File: src/hdl/bcu_pkg.sv
// Shared widths and sequencer state codes for the binomial coefficient unit.
package bcu_pkg;

  localparam int unsigned N_W    = 6;   // n_total width
  localparam int unsigned K_W    = 7;   // k_chosen width, two's complement
  localparam int unsigned DIFF_W = 8;   // n - k, signed
  localparam int unsigned COEF_W = 57;  // result width
  localparam int unsigned FACT_W = 6;   // multiplier factor M+i, at most 60
  localparam int unsigned I_W    = 5;   // loop index / divisor, at most 30
  localparam int unsigned PROD_W = 62;  // every product stays below 2^62
  localparam int unsigned CNT_W  = 6;   // counts divide steps 0..PROD_W-1

  localparam int unsigned MUL_W  = COEF_W + FACT_W;

  localparam logic [CNT_W-1:0] LAST_STEP = CNT_W'(PROD_W - 1);

  localparam int unsigned ST_W = 2;
  localparam logic [ST_W-1:0] S_IDLE = 2'd0;
  localparam logic [ST_W-1:0] S_MUL  = 2'd1;
  localparam logic [ST_W-1:0] S_DIV  = 2'd2;

endpackage

File: src/hdl/binomial_coefficient_unit.sv
// Binomial coefficient unit: C(n,k) by the multiplicative formula on a shared
// multiply / restoring-divide datapath.
//
// Usage: drive n_total_i and k_chosen_i and raise start_i; the item is taken
// at a rising edge with start_i high and busy_o low. One result comes back on
// coefficient_o, marked by valid_o for exactly one cycle; the receiver cannot
// hold it off and must take it in that cycle.
// Out-of-range k (negative or above n) and n above MAX_N give 0; k equal to 0
// or n gives 1. These and the case min(k, n-k) = 1 answer on the next cycle and
// leave busy_o low, so such items can be started back to back.
// Otherwise, with m = min(k, n-k), the block runs m-1 rounds. Each round is
// a multiply by (M+i) in S_MUL followed by a one-bit-per-cycle restoring
// divide by i in S_DIV, and the result strobes after the divide of the last
// round. busy_o stays high for the whole computation.
// Reset clears the sequencer and the result strobe; no state survives an item.
module binomial_coefficient_unit #(
  parameter int unsigned MAX_N = 60
) (
  input  logic                               clk_i,
  input  logic                               rst_ni,
  input  logic                               start_i,
  output logic                               busy_o,
  input  logic        [bcu_pkg::N_W-1:0]     n_total_i,
  input  logic signed [bcu_pkg::K_W-1:0]     k_chosen_i,
  output logic                               valid_o,
  output logic        [bcu_pkg::COEF_W-1:0]  coefficient_o
);

  logic [bcu_pkg::ST_W-1:0]   state_q, state_d;
  logic [bcu_pkg::COEF_W-1:0] acc_q, acc_d;
  logic [bcu_pkg::PROD_W-1:0] prod_q, prod_d;
  logic [bcu_pkg::I_W-1:0]    rem_q, rem_d;
  logic [bcu_pkg::I_W-1:0]    i_q, i_d;
  logic [bcu_pkg::I_W-1:0]    small_q, small_d;
  logic [bcu_pkg::FACT_W-1:0] large_q, large_d;
  logic [bcu_pkg::CNT_W-1:0]  cnt_q, cnt_d;
  logic                       valid_q, valid_d;
  logic [bcu_pkg::COEF_W-1:0] coef_q, coef_d;

  logic                              accept;
  logic signed [bcu_pkg::DIFF_W-1:0] k_ext, rest, small_s, large_s;
  logic [bcu_pkg::FACT_W-1:0]        factor;
  logic [bcu_pkg::MUL_W-1:0]         mul_full;
  logic [bcu_pkg::I_W:0]             rem_sh;
  logic                              quo_bit;

  assign accept = start_i && (state_q == bcu_pkg::S_IDLE);

  // Split n into the smaller and larger parts.
  assign k_ext   = bcu_pkg::DIFF_W'(k_chosen_i);
  assign rest    = $signed({2'b00, n_total_i}) - k_ext;
  assign small_s = (k_ext < rest) ? k_ext : rest;
  assign large_s = (k_ext < rest) ? rest : k_ext;

  assign factor   = large_q + bcu_pkg::FACT_W'(i_q);
  assign mul_full = bcu_pkg::MUL_W'(acc_q) * bcu_pkg::MUL_W'(factor);

  // One restoring divide step: quotient bits shift into the low end of prod.
  assign rem_sh  = {rem_q, prod_q[bcu_pkg::PROD_W-1]};
  assign quo_bit = rem_sh >= {1'b0, i_q};

  always_comb begin
    state_d = state_q;
    acc_d   = acc_q;
    prod_d  = prod_q;
    rem_d   = rem_q;
    i_d     = i_q;
    small_d = small_q;
    large_d = large_q;
    cnt_d   = cnt_q;
    valid_d = 1'b0;
    coef_d  = coef_q;
    case (state_q)
      bcu_pkg::S_IDLE: begin
        if (accept) begin
          large_d = large_s[bcu_pkg::FACT_W-1:0];
          small_d = small_s[bcu_pkg::I_W-1:0];
          acc_d   = bcu_pkg::COEF_W'(large_s[bcu_pkg::FACT_W-1:0]) + 1'b1;
          i_d     = bcu_pkg::I_W'(2);
          if ((32'(n_total_i) > MAX_N) || (small_s < 0)) begin
            valid_d = 1'b1;
            coef_d  = '0;
          end else if (small_s == 0) begin
            valid_d = 1'b1;
            coef_d  = bcu_pkg::COEF_W'(1);
          end else if (small_s == 1) begin
            valid_d = 1'b1;
            coef_d  = bcu_pkg::COEF_W'(large_s[bcu_pkg::FACT_W-1:0]) + 1'b1;
          end else begin
            state_d = bcu_pkg::S_MUL;
          end
        end
      end
      bcu_pkg::S_MUL: begin
        prod_d  = mul_full[bcu_pkg::PROD_W-1:0];
        rem_d   = '0;
        cnt_d   = '0;
        state_d = bcu_pkg::S_DIV;
      end
      bcu_pkg::S_DIV: begin
        rem_d  = quo_bit ? bcu_pkg::I_W'(rem_sh - {1'b0, i_q})
                         : rem_sh[bcu_pkg::I_W-1:0];
        prod_d = {prod_q[bcu_pkg::PROD_W-2:0], quo_bit};
        cnt_d  = cnt_q + 1'b1;
        if (cnt_q == bcu_pkg::LAST_STEP) begin
          acc_d = prod_d[bcu_pkg::COEF_W-1:0];
          if (i_q == small_q) begin
            valid_d = 1'b1;
            coef_d  = prod_d[bcu_pkg::COEF_W-1:0];
            state_d = bcu_pkg::S_IDLE;
          end else begin
            i_d     = i_q + 1'b1;
            state_d = bcu_pkg::S_MUL;
          end
        end
      end
      default: begin
        state_d = bcu_pkg::S_IDLE;
      end
    endcase
  end

  always_ff @(posedge clk_i or negedge rst_ni) begin
    if (!rst_ni) begin
      state_q <= bcu_pkg::S_IDLE;
      valid_q <= 1'b0;
    end else begin
      state_q <= state_d;
      valid_q <= valid_d;
    end
  end

  always_ff @(posedge clk_i) begin
    acc_q   <= acc_d;
    prod_q  <= prod_d;
    rem_q   <= rem_d;
    i_q     <= i_d;
    small_q <= small_d;
    large_q <= large_d;
    cnt_q   <= cnt_d;
    coef_q  <= coef_d;
  end

  assign busy_o        = (state_q != bcu_pkg::S_IDLE);
  assign valid_o       = valid_q;
  assign coefficient_o = coef_q;

  // Every accepted item either answers next cycle or keeps the unit busy.
  a_accept_progress: assert property (@(posedge clk_i) disable iff (!rst_ni)
    start_i && !busy_o |=> valid_o || busy_o)
    else $error("accepted item neither answered nor started");

  // The divide remainder always stays below the divisor.
  a_rem_bound: assert property (@(posedge clk_i) disable iff (!rst_ni)
    state_q == bcu_pkg::S_DIV |-> rem_q < i_q)
    else $error("divide remainder not below divisor");

  // Loop index stays within 2..m while working.
  a_index_range: assert property (@(posedge clk_i) disable iff (!rst_ni)
    busy_o |-> (i_q >= bcu_pkg::I_W'(2)) && (i_q <= small_q))
    else $error("loop index out of range");

  // A strobe that follows a busy cycle can only come from the last divide step.
  a_done_strobe: assert property (@(posedge clk_i) disable iff (!rst_ni)
    valid_o && $past(busy_o) |-> $past(state_q) == bcu_pkg::S_DIV)
    else $error("result strobe outside the final divide step");

endmodule

File: config.mk
export PLATFORM = sky130hd
export DESIGN_NAME = binomial_coefficient_unit
export DESIGN_NICKNAME = d
export VERILOG_FILES = /design/src/hdl/bcu_pkg.sv /design/src/hdl/binomial_coefficient_unit.sv
export SDC_FILE = /design/constraint.sdc
export NUM_CORES = 1
export LEC_CHECK = 0
export BUFFER_PORTS_ARGS = -buffer_cell sky130_fd_sc_hd__buf_2
export CORE_MARGIN = 2
export CORE_UTILIZATION = 60
export DETAILED_ROUTE_END_ITERATION = 16
export PLACE_DENSITY = 0.78
export SYNTH_ARGS = -nofsm -noshare
export SYNTH_HDL_FRONTEND = slang
export SYNTH_SLANG_ARGS = --single-unit
File: constraint.sdc
create_clock -name clk_i -period 22 [get_ports clk_i]
set_input_delay 1.1 -clock clk_i [delete_from_list [all_inputs] [get_ports clk_i]]
set_output_delay 1.1 -clock clk_i [all_outputs]
set_load 0.01 [all_outputs]
==> results of run 1 <==
==> how the worst max path moves through the flow <==
stage / depth (start not counted) / to
finish: 23 / prod_q[60]$_DFFE_PP_
global route: 23 / prod_q[56]$_DFFE_PP_
CTS: 23 / prod_q[56]$_DFFE_PP_
detailed placement: 23 / prod_q[56]$_DFFE_PP_
global placement: 23 / prod_q[56]$_DFFE_PP_
floorplan: 4 / coefficient_o[0]$_DFFE_PP_
==> cell families (layout without fill, tap and decap cells) <==
kind of cell	count (synthesis)	in the layout	synth area share
AOI/OAI and AO/OA	325	325	0.107
xor gates and xnor gates	80	80	0.0357
adders and majority gates	324	324	0.292
buffers and inverters	353	404	0.0680
DFF	206	206	0.315
muxes	9	9	0.00479
and+or+nand+nor	666	666	0.178
==> layer usage <==
metal / wire length (um) / vias up / global-route usage
li1: - / 6502 / -
met1: 18900 / 6955 / 0.369
met2: 20600 / 462 / 0.444
met3: 2840 / 102 / 0.0381
met4: 1130 / 0 / 0.0794
met5: 0 / - / 0
==> sequential cells by signal, indices dropped and copies added, names as in the netlist <==
signal and cells:
acc_q 57, state_q 2, i_q 5, valid_o 1
coefficient_o 57, large_q 6, rem_q 5, small_q 5
cnt_q 6, prod_q 62
==> per-stage QoR <==
step	cell area (um^2)	cells	setup WS (ns)	utilization	hold WS, ns
floorplan	19600	1963	14.45	-	0.500
global placement	20400	2413	14.90	0.630	0.514
detailed placement	20400	2413	14.67	0.630	0.540
CTS	21200	2456	14.65	0.655	0.325
global route	21200	2456	14.17	0.655	0.330
finish	21200	2456	14.66	0.655	0.343
==> area by class of cell <==
cell class / instances / area [um^2]
multi-input combinational: 1404 / 12200
fill: 2623 / 11200
sequential: 206 / 6170
inverter: 276 / 1040
clock buffer: 27 / 633
tap: 442 / 553
timing repair buffer: 85 / 453
clock inverter: 16 / 166
==> placed cells by master (no fill, tap or decap), types with 7 or more instances in the layout <==
master	n
inv_1	275
and2_1	224
fa_1	223
nand2_1	203
edfxtp_1	203
ha_1	98
a21oi_1	86
buf_2	74
o21ai_0	73
a21o_1	70
nor2_1	63
nand2b_1	59
xnor2_1	45
xor2_1	31
nand3_1	27
clkbuf_16	25
nor2b_1	21
nor3_1	19
nand4_1	16
o21bai_1	14
buf_4	11
a31oi_1	9
and3_1	8
a21boi_0	8
or2_2	7
a211oi_1	7
==> summary.txt, run 1 <==
Floorplanning
  – Die X: 185 um
  – Core area: 32,400 um^2
  – Die area: 34,100 um^2
  – Starting Density: 0.606
  – Rows: 66
  – # IOs: 75
  – DIE HEIGHT: 185 um

Synth
  – Flops & latches, synth: 206
  – Top cell type's share of synthesized area: 0.311
  – Register area share after synthesis: 0.315
  – Cells after Synth: 1,963
  – Number of synthesized flops with an enable pin: 203
  – Syn Nets: 2,303
  – Mean post-synth cell area: 9.99 um^2
  – Synth area leaders: edfxtp_1 (31%), fa_1 (23%), and2_1 (7.1%)
  – Synth Flop Type: edfxtp_1
  – Most common library cells after synthesis: inv_1 (275), and2_1 (224), fa_1 (223)
  – Synth warn: 0
  – Yosys top cell by area: edfxtp_1
  – Syn Std Cell Area: 19,600 um^2
  – Count leader, synth: inv_1
  – Post-synth cell types: 62
  – Asr flop ratio synth: 0.0146

Critical path
  – Cell family with most CP delay: compound AO/OA/AOI/OAI gates
  – Arrival time worst endpoint: 7.70 ns
  – Slowest-stage cell, CP: fa_1
  – WP buf/inv: 2
  – Worst-case reg-to-reg path depth: 23
  – Flop2flop setup slack: 14.66 ns
  – Critical path endpoint category: register
  – CP required: 22.36 ns
  – Reg-to-Reg End: prod_q[60]$_DFFE_PP_
  – Largest fanout on the critical path: 57
  – Most frequent CP cell: a21oi_1
  – Worst-path cell chain: ha_1 > a21o_1 > a21oi_1 > o21bai_1 > a21oi_1 > xnor2_2 > buf_4 > nand2_1 > fa_1 > fa_1 > fa_1 > inv_1 > ha_1 > o21ai_0 > o21ai_0 > a31oi_1 > a21oi_1 > a31oi_1 > o21ai_0 > a21oi_1 > o211ai_1 > nor4b_1 > a311oi_1
  – Slowest stage delay, CP: 0.55 ns
  – WS Path Type: reg2reg
  – Critical Path Source Type: register
  – Reg2reg start: i_q[1]$_SDFFCE_PN1P_
  – CP startpoint: i_q[1]$_SDFFCE_PN1P_

Clock network
  – CTS buffer count: 24
  – Clock Latency Late Sink: 0.55 ns
  – CTS Hold Bufs: 0
  – H-tree levels: 1
  – CTS tree: done
  – Clock transition at the registers of the reported paths: 0.06 ns
  – Post-CTS Setup Bufs: 0
  – Clk sinks: 206
  – Maximum root-to-sink buffer count: 3
  – Gates resized, CTS repair: 0
  – Root buf cell: clkbuf_16

GRT
  – Gr usage total: 0.268
  – First-pass GRT wire length: 73,200 um
  – Largest net degree at the start of global routing: 99
  – Antenna violations before repair: 0
  – Vias in the first global route: 14.7k
  – Overflow after GRT: 0

STA
  – RSZ-0062 raised after global routing: no
  – Slew @ Worst Pin: 1.08 ns
  – Post-route setup TNS: 0 ns
  – Final Skew: 0.0128 ns
  – Min Tclk post-route: 7.34 ns
  – Period Utilization, post-route: 0.334
  – Fmax: 136 MHz
  – Fin. Hold Viols: 0
  – Final Max Tran Viols: 0
  – Setup violations, final: 0
  – Relative slew slack: 0.281

Finish
  – Synth-to-Final Area Change: 8.08%
  – Antenna diode count: 0
  – Nets: 2,337
  – Layout cells sized above 1: 0.0770

Detailed routing
  – Vias/cell: 5.71
  – DRC Markers: 0
  – First-pass DRT Iterations: 5
  – Vias: 14.0k
  – WL/cell: 17.7 um
  – Routed wire length: 43,500 um
  – Routed Antenna Nets: 0
  – DR iter-0 viols: 1,092

Placement
  – Hpwl dp: 31,600 um
  – # port buffers: 74
  – Placer Congestion: 0.892

Outcome
  – Status: finished clean

Job
  – Max cap viols: 0

Hold path
  – Worst min-delay path category: in2async
Power of run 1 is not shown: default switching activity piles up to over one toggle a cycle in this logic, so the estimate is an artifact.
==> run 2: changes to the inputs <==
Settings changed: CORE_UTILIZATION 60 to 58.
Clock period 22 ns to 6.3 ns, I/O delays scaled along.
==> run 2 against run 1 <==
Net effect: sequential share of layout area fell by 2.3 points; flip-flop and latch count is the same; die area up 3.4%; cell count increased by 4.8%; non-clock buffer count increased by 106; utilization is 3.4 points higher; wire length grew 14%; critical path type unchanged; critical path depth grew 5.
==> summary.txt, run 2 (synthesis gave the netlist of run 1 again) <==
GRT
  – Overflow after GRT: 0
  – Met2 usage: 0.457
  – Vias in the first global route: 15.2k
  – Largest net degree at the start of global routing: 98
  – Gr usage total: 0.272
  – Gr busiest metal: met2
  – Antenna violations before repair: 0
  – Met3 Track Usage GR: 0.0503
  – First-pass GRT wire length: 76,900 um
  – Met1 Use GR: 0.368

Clock network
  – CTS tree: done
  – H-tree levels: 1
  – CTS buffer count: 25
  – Root buf cell: clkbuf_16
  – Maximum root-to-sink buffer count: 3
  – Clock Latency Late Sink: 0.55 ns
  – Clk sinks: 206
  – Clock transition at the registers of the reported paths: 0.06 ns

STA
  – Post-route setup TNS: 0 ns
  – Relative slew slack: 0.242
  – Slew @ Worst Pin: 1.14 ns
  – Final Skew: 0.0186 ns
  – Min Tclk post-route: 6.22 ns
  – Fin. Hold Viols: 0
  – RSZ-0062 raised after global routing: yes
  – Final Max Tran Viols: 0
  – Final worst setup slack: 0.0813 ns
  – Fmax: 161 MHz
  – Period Utilization, post-route: 0.987
  – Setup violations, final: 0

Finish
  – Commonest non-fill, non-tap cell in the layout: inv_1
  – Synth-to-Final Area Change: 17.5%
  – Antenna diode count: 0
  – Most frequent cells in the layout: inv_1 (270), fa_1 (219), and2_1 (205), edfxtp_1 (203), nand2_1 (197)
  – Max reg flops: 62
  – Nets: 2,450
  – Top reg by flops: prod_q
  – Layout cells sized above 1: 0.183
  – Final Cell Area: 23,000 um^2

Floorplanning
  – Starting Density: 0.586
  – # IOs: 75
  – Rows: 67
  – Die area: 35,300 um^2
  – Core area: 33,400 um^2
  – DIE HEIGHT: 188 um
  – Die X: 188 um

Critical path
  – Most frequent CP cell: buf_4
  – Arrival time worst endpoint: 6.49 ns
  – Slowest stage delay, CP: 0.51 ns
  – Reg-to-Reg End: prod_q[60]$_DFFE_PP_
  – Largest fanout on the critical path: 7
  – Critical path endpoint category: register
  – Slowest-stage cell, CP: fa_1
  – Flop2flop setup slack: 0.08 ns
  – Worst-case reg-to-reg path depth: 28
  – CP required: 6.57 ns
  – Critical Path Source Type: register
  – WS Path Type: reg2reg
  – Reg2reg start: large_q[1]$_DFFE_PP_
  – CP startpoint: large_q[1]$_DFFE_PP_
  – CP endpoint: prod_q[60]$_DFFE_PP_

Detailed routing
  – DRC Markers: 0
  – DR iter-0 viols: 1,318
  – Vias: 14.8k
  – First-pass DRT Iterations: 6
  – Routed wire length: 49,400 um
  – Routed Antenna Nets: 0
  – WL/cell: 19.2 um
  – Vias/cell: 5.76

Placement
  – Pre-CTS WS: -0.462 ns
  – Hpwl dp: 34,100 um
  – # port buffers: 74
  – Dpl cell area: 21,000 um^2
  – Placer Congestion: 0.931

Outcome
  – Status: finished clean

Hold path
  – Worst min-delay path category: in2async

Job
  – Max cap viols: 0
run 2: changes by cell type in the layout (fill, tap and decap cells not counted), sizes merged:
cell / delta
bufinv: +1
clkinv: -2
dlygate4sd3: +1
xnor2: +6
clkbuf: +1
buf: +104
clkinvlp: +1
run 2: how the worst min path moves through the flow:
stage / end / slack [ns] / depth (start not counted)
floorplan: state_q[0]$_DFFE_PN0P_ / 0.02 / 0
global placement: state_q[1]$_DFFE_PN0P_ / 0.11 / 1
detailed placement: state_q[1]$_DFFE_PN0P_ / 0.11 / 1
CTS: valid_o$_DFF_PN0_ / 0.07 / 3
global route: state_q[1]$_DFFE_PN0P_ / 0.1 / 2
finish: state_q[1]$_DFFE_PN0P_ / 0.1 / 2
run 2: through the flow:
step	util	hold WS (ns)	cells
after floorplan	-	0.0194	1963
after global placement	0.629	0.111	2500
after detailed placement	0.629	0.113	2500
after CTS	0.662	0.0726	2553
after global routing	0.689	0.0964	2574
final	0.689	0.0951	2574
run 2: layer usage:
layer  up-vias  routed length [um]
li1       6748                   -
met5         -                   0
met2       564               24200
met4         0                1320
met1      7407               20100
met3        99                3780
run 2: area by class of cell:
type,count,area [um^2]
Sequential cell,206,6170
Inverter,276,1040
Clock inverter,16,210
Tap cell,448,561
Multi-Input combinational cell,1410,13100
Timing Repair Buffer,191,1390
Clock buffer,27,633
Fill cell,2419,10400
run 2: what timing repair did:
action / in CTS / in global routing
setup buffers: 4 / 20
hold buffers: 1 / 0
endpoints found under the hold margin: 3 / 0
pin swaps: 9 / 85
resized for setup: 23 / 154
cloned: 5 / 2
endpoints found under the setup margin: 27 / 25
run 2: critical path, delay by kind of cell (launching register included):
family | cells | cell delay [ns]
AO/OA/AOI/OAI | 11 | 1.74
buffers and inverters | 8 | 1.07
XOR/XNOR | 1 | 0.13
AND/OR/NAND/NOR | 3 | 0.54
adder cells (fa/ha/maj) | 5 | 2.05
flip-flops | 1 | 0.42
Power of run 2 is left out for the same reason.
